## config.mk

```make
export PLATFORM = sky130hd
export DESIGN_NAME = wildcard_name_matcher_unit
export DESIGN_NICKNAME = d
export VERILOG_FILES = /design/src/rtl/core/wnm_pkg.sv /design/src/rtl/core/wnm_cell.sv /design/src/rtl/core/wildcard_name_matcher_unit.sv
export SDC_FILE = /design/constraint.sdc
export NUM_CORES = 1
export LEC_CHECK = 0
export BUFFER_PORTS_ARGS = -buffer_cell sky130_fd_sc_hd__buf_2
export CAP_MARGIN = 20
export CORE_UTILIZATION = 40
export DETAILED_ROUTE_END_ITERATION = 10
export PLACE_DENSITY = 0.58
export SYNTH_ARGS = -nofsm -noshare
export SYNTH_HDL_FRONTEND = slang
export SYNTH_SLANG_ARGS = --single-unit
```

## constraint.sdc

```tcl
create_clock -name clk -period 5.03 [get_ports clk]
set_input_delay 0.2515 -clock clk [delete_from_list [all_inputs] [get_ports clk]]
set_output_delay 0.2515 -clock clk [all_outputs]
set_load 0.05 [all_outputs]
```

## src/rtl/core/wnm_pkg.sv

```systemverilog
// Shared types and constants for the wildcard name matcher.
// Used by wnm_cell, wildcard_name_matcher_unit and the testbench; depends on nothing.
package wnm_pkg;

  localparam int MASK_LEN = 32;

  localparam logic [7:0] CH_ANY  = 8'h3F;  // '?'
  localparam logic [7:0] CH_STAR = 8'h2A;  // '*'

  // Broadcast control from the top level to every cell
  typedef struct packed {
    logic       clr;        // new mask starts: drop stored characters
    logic       wr;         // mask character to store at the first free cell
    logic       name_en;    // name item accepted
    logic       step;       // name item consumes a character
    logic       name_open;  // name already in progress
    logic [7:0] ch;         // character of the item
  } cell_ctl_t;

  // Signals handed from one cell to its right neighbor
  typedef struct packed {
    logic used;   // left cell holds a mask character
    logic lead;   // position reachable from the start through stars only
    logic adv;    // active position advanced into this one on a character
    logic carry;  // star closure rippling forward
  } cell_link_t;

endpackage

```

## src/rtl/core/wnm_cell.sv

```systemverilog
// One mask position of the matcher chain: stored character, fill flag,
// leading-star flag and NFA active bit. Depends on wnm_pkg.
module wnm_cell import wnm_pkg::*; (
  input  logic       clk,
  input  logic       rst_n,
  input  cell_ctl_t  ctl,
  input  cell_link_t link_in,
  output cell_link_t link_out,
  output logic       end_hit
);

  logic [7:0] ch_r;
  logic       used_r, used_nxt;
  logic       lead_r, lead_nxt;
  logic       act_r, act_nxt;

  logic used_eff, wr_here;
  logic is_star, ch_hit;
  logic base, nxt, val, is_end;

  assign used_eff = used_r & ~ctl.clr;
  assign wr_here  = ctl.wr & link_in.used & ~used_eff;

  assign is_star = (ch_r == CH_STAR);
  assign ch_hit  = (ch_r == CH_ANY) | (ch_r == ctl.ch);

  // A fresh name starts from the leading-star set, already closed
  assign base = ctl.name_open ? act_r : link_in.lead;
  assign nxt  = (base & used_r & is_star) | link_in.adv | link_in.carry;
  assign val  = ctl.step ? nxt : base;

  assign is_end  = link_in.used & ~used_r;
  assign end_hit = is_end & val;

  assign link_out.used  = used_eff;
  assign link_out.lead  = lead_r;
  assign link_out.adv   = base & used_r & ~is_star & ch_hit;
  assign link_out.carry = nxt & used_r & is_star;

  always_comb begin
    used_nxt = used_r;
    lead_nxt = lead_r;
    act_nxt  = act_r;
    if (ctl.clr) begin
      used_nxt = 1'b0;
      lead_nxt = 1'b0;
    end
    if (wr_here) begin
      used_nxt = 1'b1;
      lead_nxt = link_in.lead & (ctl.ch == CH_STAR);
    end
    if (ctl.name_en) begin
      act_nxt = val;
    end
  end

  always_ff @(posedge clk) begin
    if (!rst_n) begin
      used_r <= 1'b0;
      lead_r <= 1'b0;
      act_r  <= 1'b0;
    end else begin
      used_r <= used_nxt;
      lead_r <= lead_nxt;
      act_r  <= act_nxt;
    end
  end

  // Character payload, no reset
  always_ff @(posedge clk) begin
    if (wr_here) begin
      ch_r <= ctl.ch;
    end
  end

endmodule

```

## src/rtl/core/wildcard_name_matcher_unit.sv

```systemverilog
// Wildcard name matcher top level: control, cell chain and result register.
// Depends on wnm_pkg and wnm_cell.
//
// Usage: stream a mask (in_cmd 0), one character per item, in_last on the
// final one; in_empty_req 1 on a fresh mask gives an empty mask. Then stream
// a name (in_cmd 1); the item that carries in_last or in_empty_req produces
// one result on out_match / out_status. '?' matches one character, '*' any
// run. Masks longer than MASK_LEN characters report out_status 1, match 0.
// Throughput: one item per cycle, mask and name alike, while in_stall is low.
// Latency: the result is valid in the cycle after its ending item is taken.
// The clock is set by the star-closure chain, which ripples combinationally
// like a carry through all MASK_LEN cells, plus the end-position OR.
// The result sits in an output register; while it is stalled in_stall is
// high and no item is taken. Once it drains, items flow again at once.
// Reset (rst_n low, synchronous) clears mask length, open flags, overflow
// and the position set; the result register comes up empty.
module wildcard_name_matcher_unit import wnm_pkg::*; (
  input  logic       clk,
  input  logic       rst_n,
  input  logic       in_valid,
  output logic       in_stall,
  input  logic       in_cmd,
  input  logic [7:0] in_ch,
  input  logic       in_last,
  input  logic       in_empty_req,
  output logic       out_valid,
  input  logic       out_stall,
  output logic       out_match,
  output logic       out_status
);

  cell_ctl_t  ctl;
  cell_link_t links [MASK_LEN+1];
  logic [MASK_LEN:0]   end_hits;
  logic [MASK_LEN-1:0] used_vec;

  logic acc, ends, hit;
  logic mask_open_r, mask_open_nxt;
  logic name_open_r, name_open_nxt;
  logic ovf_r, ovf_nxt;
  logic act_top_r, act_top_nxt;
  logic top_base, top_nxt, top_val;
  logic out_valid_r, out_valid_nxt;
  logic out_match_r, out_status_r;

  assign in_stall = out_valid_r & out_stall;
  assign acc      = in_valid & ~in_stall;
  assign ends     = in_last | in_empty_req;

  assign ctl.clr       = acc & ~in_cmd & ~mask_open_r;
  assign ctl.wr        = acc & ~in_cmd & ~in_empty_req;
  assign ctl.name_en   = acc & in_cmd;
  assign ctl.step      = ~in_empty_req;
  assign ctl.name_open = name_open_r;
  assign ctl.ch        = in_ch;

  assign links[0] = '{used: 1'b1, lead: 1'b1, adv: 1'b0, carry: 1'b0};

  for (genvar i = 0; i < MASK_LEN; i++) begin : g_cell
    wnm_cell u_cell (
      .clk      (clk),
      .rst_n    (rst_n),
      .ctl      (ctl),
      .link_in  (links[i]),
      .link_out (links[i+1]),
      .end_hit  (end_hits[i])
    );
    assign used_vec[i] = links[i+1].used;
  end

  // Final position past the last cell: nothing stored here
  assign top_base = name_open_r ? act_top_r : links[MASK_LEN].lead;
  assign top_nxt  = links[MASK_LEN].adv | links[MASK_LEN].carry;
  assign top_val  = ctl.step ? top_nxt : top_base;
  assign end_hits[MASK_LEN] = links[MASK_LEN].used & top_val;

  assign hit = (|end_hits) & ~ovf_r;

  always_comb begin
    mask_open_nxt = mask_open_r;
    name_open_nxt = name_open_r;
    ovf_nxt       = ovf_r;
    act_top_nxt   = act_top_r;
    if (acc && !in_cmd) begin
      name_open_nxt = 1'b0;
      if (!mask_open_r) begin
        ovf_nxt = 1'b0;
      end
      // Chain full: drop the character and flag the mask
      if (!in_empty_req && links[MASK_LEN].used) begin
        ovf_nxt = 1'b1;
      end
      mask_open_nxt = ~ends;
    end else if (acc && in_cmd) begin
      mask_open_nxt = 1'b0;
      name_open_nxt = ~ends;
      act_top_nxt   = top_val;
    end
  end

  always_comb begin
    out_valid_nxt = out_valid_r & out_stall;
    if (acc && in_cmd && ends) begin
      out_valid_nxt = 1'b1;
    end
  end

  always_ff @(posedge clk) begin
    if (!rst_n) begin
      mask_open_r <= 1'b0;
      name_open_r <= 1'b0;
      ovf_r       <= 1'b0;
      act_top_r   <= 1'b0;
      out_valid_r <= 1'b0;
    end else begin
      mask_open_r <= mask_open_nxt;
      name_open_r <= name_open_nxt;
      ovf_r       <= ovf_nxt;
      act_top_r   <= act_top_nxt;
      out_valid_r <= out_valid_nxt;
    end
  end

  always_ff @(posedge clk) begin
    if (acc && in_cmd && ends) begin
      out_match_r  <= hit;
      out_status_r <= ovf_r;
    end
  end

  assign out_valid  = out_valid_r;
  assign out_match  = out_match_r;
  assign out_status = out_status_r;

  // Filled cells always form a prefix of the chain
  a_used_prefix: assert property (@(posedge clk) disable iff (!rst_n)
    ((used_vec >> 1) & ~used_vec) == '0)
    else $error("mask cells not filled as a prefix");

  // Overflow only after every cell holds a character; a new mask drops both
  a_ovf_full: assert property (@(posedge clk) disable iff (!rst_n)
    (ovf_r && !ctl.clr) |-> used_vec[MASK_LEN-1])
    else $error("overflow flagged with free cells");

  // A mask and a name are never open together
  a_open_excl: assert property (@(posedge clk) disable iff (!rst_n)
    !(mask_open_r && name_open_r))
    else $error("mask and name open at once");

  // Overflowed mask never reports a match
  a_ovf_nomatch: assert property (@(posedge clk) disable iff (!rst_n)
    (out_valid_r && out_status_r) |-> !out_match_r)
    else $error("match reported on overflowed mask");

  // A name item that ends its string yields a result next cycle
  a_result_follows: assert property (@(posedge clk) disable iff (!rst_n)
    (acc && in_cmd && ends) |=> out_valid_r)
    else $error("ending name item gave no result");

endmodule

```

### Word level (Yosys, flattened, before mapping)

Cells that the tools add are included.

| storage, ports and cells | value |
|---|---|
| register bits after elaboration | 359 |
| output and inout port bits | 4 |

| operators by class | value |
|---|---|
| eq/ne operators | 98 |
| muxes and demuxes | 136 |
| bitwise operators | 590 |
| reductions and logical operators | 43 |

Operators by type and width:

| operator | count |
|---|---|
| 8-bit by 6-bit equality test with 1-bit output (second input constant) | 65 |
| 1-bit bitwise AND | 389 |
| 8-bit equality test | 32 |
| 1-bit two-way mux | 136 |
| 1-bit NOT | 105 |
| 1-bit bitwise OR | 96 |
| 2-bit nonzero test | 33 |
| 33-bit OR reduction | 1 |
| 1-bit logical AND | 4 |
| 2-bit AND reduction | 2 |
| 1-bit logical NOT | 2 |
| 2-bit by 1-bit inequality test with 1-bit output (second input constant) | 1 |
| 2-bit OR reduction | 1 |

### Depth between registers and ports, before layout

| depth | value |
|---|---|
| depth in word-level cells | 103 |
| mapped depth | 19 |
| depth with buffers taken out | 15 |

### Cells and area by module

A second synthesis with hierarchy kept.

| second synthesis, totals | value |
|---|---|
| cell total of the unflattened synthesis | 1774 |
| area total of the unflattened synthesis | 19098.3 µm² |

By module, submodules not included:

| module | instances | cells each | area an instance (µm²) | seq. area each (µm²) |
|---|---|---|---|---|
| wnm_cell | 32 | 54 | 583.1 | 300.3 |
| wildcard_name_matcher_unit | 1 | 46 | 440.4 | 160.2 |

### Worst setup path after synthesis

No wires, ideal clock.

| timing | value |
|---|---|
| path kind | register to register |
| start point | reg name_open_r |
| end point | reg out_match_r, in the netlist out_match (data pin) |
| setup time | 268 ps |
| arrival | 3882 ps |
| data required time | 4762 ps |
| path slack | 880 ps |
| stages on the path, launching flop included | 19 |
| path buffers | 4 |
| period minus slack after synthesis | 4150 ps |
| cell sequence | dfxtp_1 buf_2 buf_2 buf_1 buf_1 mux2i_1 o22ai_1 nand2_1 o31ai_1 a2111oi_0 nand4b_1 nor4_1 nand3_1 nor4_1 nand2_1 nor4_1 nand3_1 o41ai_1 o21ai_1 |

| between the ends | value |
|---|---|
| cells in the longest elaborated chain, start to end | 103 |
| elaborated cells on any way between the ends | 356 |
| classes of those cells | 66 x mux; 289 x bitwise; 1 x reduce/logical |

RTL lines:

| what | line | source |
|---|---|---|
| start: declaration | wildcard_name_matcher_unit.sv:39 | `logic name_open_r, name_open_nxt;` |
| start signal: assignment | wildcard_name_matcher_unit.sv:117 | `name_open_r <= name_open_nxt;` |
| 1-bit two-way mux | wnm_cell.sv:28 | `assign base = ctl.name_open ? act_r : link_in.lead;` |
| 1-bit bitwise AND | wnm_cell.sv:29, wnm_cell.sv:37 |  |
| 1-bit bitwise AND, on equally long branches | wnm_cell.sv:37, wnm_cell.sv:29 |  |
| 1-bit bitwise AND, on equally long branches | wnm_cell.sv:37, wnm_cell.sv:38 |  |
| 1-bit bitwise OR / 1-bit bitwise AND (equally long branches) | wnm_cell.sv:29, wnm_cell.sv:38 |  |
| 1-bit bitwise OR | wnm_cell.sv:29 | `assign nxt = (base & used_r & is_star) \| link_in.adv \| link_in.carry;` |
| 1-bit bitwise AND (2 in a row) | wnm_cell.sv:38 | `assign link_out.carry = nxt & used_r & is_star;` |
| 1-bit bitwise OR | wnm_cell.sv:29 |  |
| [86 not listed] | - |  |
| 1-bit bitwise OR | wnm_cell.sv:29 |  |
| 1-bit bitwise AND (2 in a row) | wnm_cell.sv:38 |  |
| 1-bit bitwise OR | wildcard_name_matcher_unit.sv:73 | `assign top_nxt = links[MASK_LEN].adv \| links[MASK_LEN].carry;` |
| 1-bit two-way mux | wildcard_name_matcher_unit.sv:74 | `assign top_val = ctl.step ? top_nxt : top_base;` |
| 1-bit bitwise AND | wildcard_name_matcher_unit.sv:75 | `assign end_hits[MASK_LEN] = links[MASK_LEN].used & top_val;` |
| 33-bit OR reduction (*) | wildcard_name_matcher_unit.sv:77 | `assign hit = (\|end_hits) & ~ovf_r;` |
| 1-bit bitwise AND (*) | wildcard_name_matcher_unit.sv:77 |  |
| named net hit | wildcard_name_matcher_unit.sv:37 | `logic acc, ends, hit;` |
| end signal: assignment | wildcard_name_matcher_unit.sv:126 | `out_match_r <= hit;` |
| end: declaration | wildcard_name_matcher_unit.sv:44 | `logic out_match_r, out_status_r;` |

Mark *: on every way through the listed nets, which the timed path passes. The rest lies on a longest branch.
A chain may end at the register's enable or synchronous reset.

### Worst setup path after layout

| timing | value |
|---|---|
| start point | reg g_cell[4].u_cell.ch_r[0] |
| end point | reg out_match_r, in the netlist out_match (data pin) |

| between the ends | value |
|---|---|
| cells in the longest elaborated chain, start to end | 92 |
| elaborated cells on any way between the ends | 155 |
| classes of those cells | 3 x eq/ne; 29 x mux; 122 x bitwise; 1 x reduce/logical |

RTL lines:

| what | line | source |
|---|---|---|
| start: declaration | wnm_cell.sv:12 | `logic [7:0] ch_r;` |
| start signal: assignment | wnm_cell.sv:72 | `ch_r <= ctl.ch;` |
| 8-bit by 6-bit equality test with 1-bit output | wnm_cell.sv:24 | `assign is_star = (ch_r == CH_STAR);` |
| 1-bit bitwise AND | wnm_cell.sv:29 |  |
| 1-bit bitwise OR (2 in a row) | wnm_cell.sv:29 |  |
| 1-bit bitwise AND (2 in a row) | wnm_cell.sv:38 |  |
| 1-bit bitwise OR | wnm_cell.sv:29 |  |
| 1-bit bitwise AND (2 in a row) | wnm_cell.sv:38 |  |
| 1-bit bitwise OR | wnm_cell.sv:29 |  |
| 1-bit bitwise AND (2 in a row) | wnm_cell.sv:38 |  |
| [72 not listed] | - |  |
| 1-bit bitwise OR | wnm_cell.sv:29 |  |
| 1-bit bitwise AND (2 in a row) | wnm_cell.sv:38 |  |
| 1-bit bitwise OR | wildcard_name_matcher_unit.sv:73 |  |
| 1-bit two-way mux | wildcard_name_matcher_unit.sv:74 |  |
| 1-bit bitwise AND | wildcard_name_matcher_unit.sv:75 |  |
| 33-bit OR reduction (*) | wildcard_name_matcher_unit.sv:77 |  |
| 1-bit bitwise AND (*) | wildcard_name_matcher_unit.sv:77 |  |
| named net hit | wildcard_name_matcher_unit.sv:37 |  |

Marked as above.

==> results.sh <==
export IMPL_cts_sinks=359
export IMPL_drt_iter0_markers=992
export IMPL_finalHoldWorstSlack_ns=0.0675
export IMPL_core_area_mm2=0.0453
export IMPL_wl_per_cell_um=20.4
export IMPL_power_density_mw_per_mm2=321
export IMPL_area_growth_pct=13.0
export IMPL_die_w_um=216
export IMPL_cts_tree="built"
export IMPL_rsz0062_at_grt="no"
export IMPL_grt_max_degree=45
export IMPL_grt_pass1_vias=13400
export IMPL_status="completed"
export IMPL_initial_core_util_pct=40.4
export IMPL_rr_worst_depth=16
export IMPL_htreeDepth=2
export IMPL_num_vias=13700
export IMPL_cts_hold_fix_buffers=0
export IMPL_ir_drop_uv=223
export IMPL_synth_nets=1742
export IMPL_cp_end_kind="register"
export IMPL_path_cells="or4b_4 > nor4_4 > nand3b_1 > o22ai_1 > or3b_4 > nor3_4 > o311ai_2 > buf_4 > a41o_1 > or4_1 > nand4b_1 > o21ai_0 > nor4_1 > nand3_1 > o41ai_1 > o21ai_1"
export IMPL_insertion_delay_ns=0.57
export IMPL_synth_ff_type="edfxtp_1"
export IMPL_synthDistinctLibCells=79
export IMPL_crit_start="g_cell[4].u_cell.ch_r[0]$_DFFE_PP_"
export IMPL_io_pin_count=19
export IMPL_arrival_ns=5.03
export IMPL_r2r_start="g_cell[4].u_cell.ch_r[0]$_DFFE_PP_"
export IMPL_yosysSeqAreaShare_pct=53.3
export IMPL_fin_skew_ns=0.0269
export IMPL_slowest_stage="or4b_4"
export IMPL_hpwl_mm=33.0
export IMPL_finalSetupViolCount=0
export IMPL_cp_start_kind="register"
export IMPL_fin_crit_sh_pct=93.9
export IMPL_ant_nets=0
export IMPL_track_usage_pct=21.1
export IMPL_clockBufferDepth=3
export IMPL_crit_path_max_fanout=5
export IMPL_syn_area_per_cell_um2=10.6
export IMPL_netlist_instances=1727
export IMPL_whs_path_depth=4
export IMPL_crit_family="simple AND/OR/NAND/NOR gates"
export IMPL_post_cts_repair_setup_buffers=0
export IMPL_hold_class="input pin to register"
export IMPL_post_cts_resized=0
export IMPL_synth_edff_count=258
export IMPL_required_ns=5.34
export IMPL_port_buffers=18
export IMPL_nFillCells=4207
export IMPL_synthArstFlopShare_pct=0
export IMPL_worst_path_buf_inv=1
export IMPL_antenna_found_initial=0
export IMPL_clkTransAtPathRegs_ns=0.06
export IMPL_route_detailed_drc=0
export IMPL_fin_nets=1788
export IMPL_synth_seq_cells=359
export IMPL_leakage_nw=6.59
export IMPL_viasPerCell=5.67
export IMPL_dieHeight_um=216
export IMPL_cts_buffers=41
export IMPL_slew_viol_final=0
export IMPL_cpPeakStageDelay_ns=0.57
export IMPL_tightest_slew_ns=1.06
export IMPL_hold_viol=0
export IMPL_gr_total_overflow=0
export IMPL_hold_start="in_last"
export IMPL_setup_tns_ns=0
export IMPL_gp_congestion=0.899
export IMPL_cts_root_buf="clkbuf_16"
export IMPL_dieArea_mm2=0.0466
export IMPL_synth_warnings=0
export IMPL_path_class="register to register"
export IMPL_syn_cell_area_mm2=0.0183
export IMPL_period_minus_slack_ns=4.72
export IMPL_firstDrtPassIters=5
export IMPL_cp_depth=16
export IMPL_rows=78
export IMPL_timing_slew_headroom_pct=29.2
export IMPL_drive_above_1_share_pct=10.3
export IMPL_cap_viol_max_count=0
export IMPL_fmax_ghz=0.212
export IMPL_grt_pass1_wl_mm=77.3
export IMPL_wl_mm=49.0
-- state kept, by name (all words and copies together), names as in the netlist --
register and count:
out_match 1, g_cell.u_cell.used_r 32, out_valid 1, act_top_r 1, g_cell.u_cell.act_r 32, out_status 1
ovf_r 1, name_open_r 1, g_cell.u_cell.ch_r 256, mask_open_r 1, g_cell.u_cell.lead_r 32
-- Yosys cell counts (all sizes together) (8+ instances only) --
cell,count,share of area (%)
o21ai,62,1.7
mux2,17,1.0
inv,30,0.61
and3,20,0.68
nand4b,8,0.38
nor2b,19,0.65
nor4bb,10,0.55
nand2b,27,0.92
a211oi,18,0.74
o22ai,12,0.41
nand2,151,3.1
or4,9,0.37
nor3b,13,0.53
nand3,67,1.8
and2,11,0.38
edfxtp,258,42
nand4,66,2.3
xnor2,177,8.5
a31oi,16,0.63
a21oi,94,2.6
mux2i,23,1.3
or3,16,0.55
o211ai,10,0.41
nor4,38,1.4
nor3,40,1.2
nor2,150,3.1
xor2,79,3.8
buf,38,1.2
dfxtp,101,11
clkbuf,36,0.74
-- cells in the final DEF, fill, tap and decap left out, drive strengths merged, types with 7 or more instances in the layout --
cell    count
nand3      67
nor2b      19
inv        31
nand4      66
nor3       40
nand2     151
nand2b     27
or3b        7
a211oi     18
nor4bb     10
a31oi      16
mux2i      23
xor2       79
clkbuf     52
and3       20
nor3b      13
nor4       38
nor2      150
o21ai      62
xnor2     177
a21oi      94
o22ai      12
o211ai     10
and2       11
mux2       17
buf        77
or3        16
o31ai       7
edfxtp    258
or4         9
dfxtp     101
nand4b      8
clkinv     15
-- worst register-to-register path, delay by kind of cell (launching register included) --
family	cells	cell delay, ns
AO/OA/AOI/OAI	6	1.13
buffers and inverters	1	0.21
flip-flops	1	0.43
AND/OR/NAND/NOR	9	2.70
-- worst paths after layout --
path,end,slack (ns)
setup / recovery,out_match$_DFFE_PP_,0.31
hold / removal,mask_open_r$_SDFFE_PN0P_,0.07
setup reg to reg,out_match$_DFFE_PP_,0.31
hold reg to reg,g_cell[15].u_cell.act_r$_SDFFE_PN0P_,0.45
-- routing by layer --
metal	GRT usage, %	routed length [um]
met1	29.5	23100
met2	34.0	22500
met3	2.45	2250
met4	6.67	1130
met5	0	0
-- cell families (layout without fill, tap and decap cells) --
kind of cell | count (synthesis) | after routing | share of synthesized area [%]
AO/OA/AOI/OAI | 294 | 294 | 10.4
AND/OR/NAND/NOR | 674 | 674 | 19.1
multiplexers | 40 | 40 | 2.30
other | 0 | 1 | 0
buffers and inverters | 104 | 183 | 2.58
flip-flops | 359 | 359 | 53.3
XOR/XNOR | 256 | 256 | 12.2
-- power by group --
part	switching [mW]	internal, mW
sequential	0.00890	3.18
clock	1.21	1.87
combinational	0.250	0.130
-- cell type report --
type,instances,area [um2],share of cell area (%)
diodes,1,2.50,0.0121
clock buffers,52,1150,5.55
inverters,30,113,0.544
clock inverters,24,246,1.19
multi-input cells,1264,8080,39.0
repair buffers,77,591,2.85
well taps,600,751,3.63
flip-flops and latches,359,9770,47.2
-- through the flow --
| step | setup WS [ns] | utilization (%) | instance area (um2) | total power [mW] | instances |
|---|---|---|---|---|---|
| 4_1_cts | 0.342 | 45.7 | 20700 | 6.71 | 2406 |
| 3_5_place_dp | 0.332 | 42.6 | 19300 | 3.63 | 2330 |
| 6_report | 0.309 | 45.7 | 20700 | 6.65 | 2407 |
| 2_1_floorplan | 0.880 | - | 18300 | 3.48 | 1727 |
| 3_3_place_gp | 0.377 | 42.6 | 19300 | 3.63 | 2330 |
| 5_1_grt | 0.0917 | 45.7 | 20700 | 6.84 | 2406 |
Note: power is estimated with default switching activity, not from simulation.
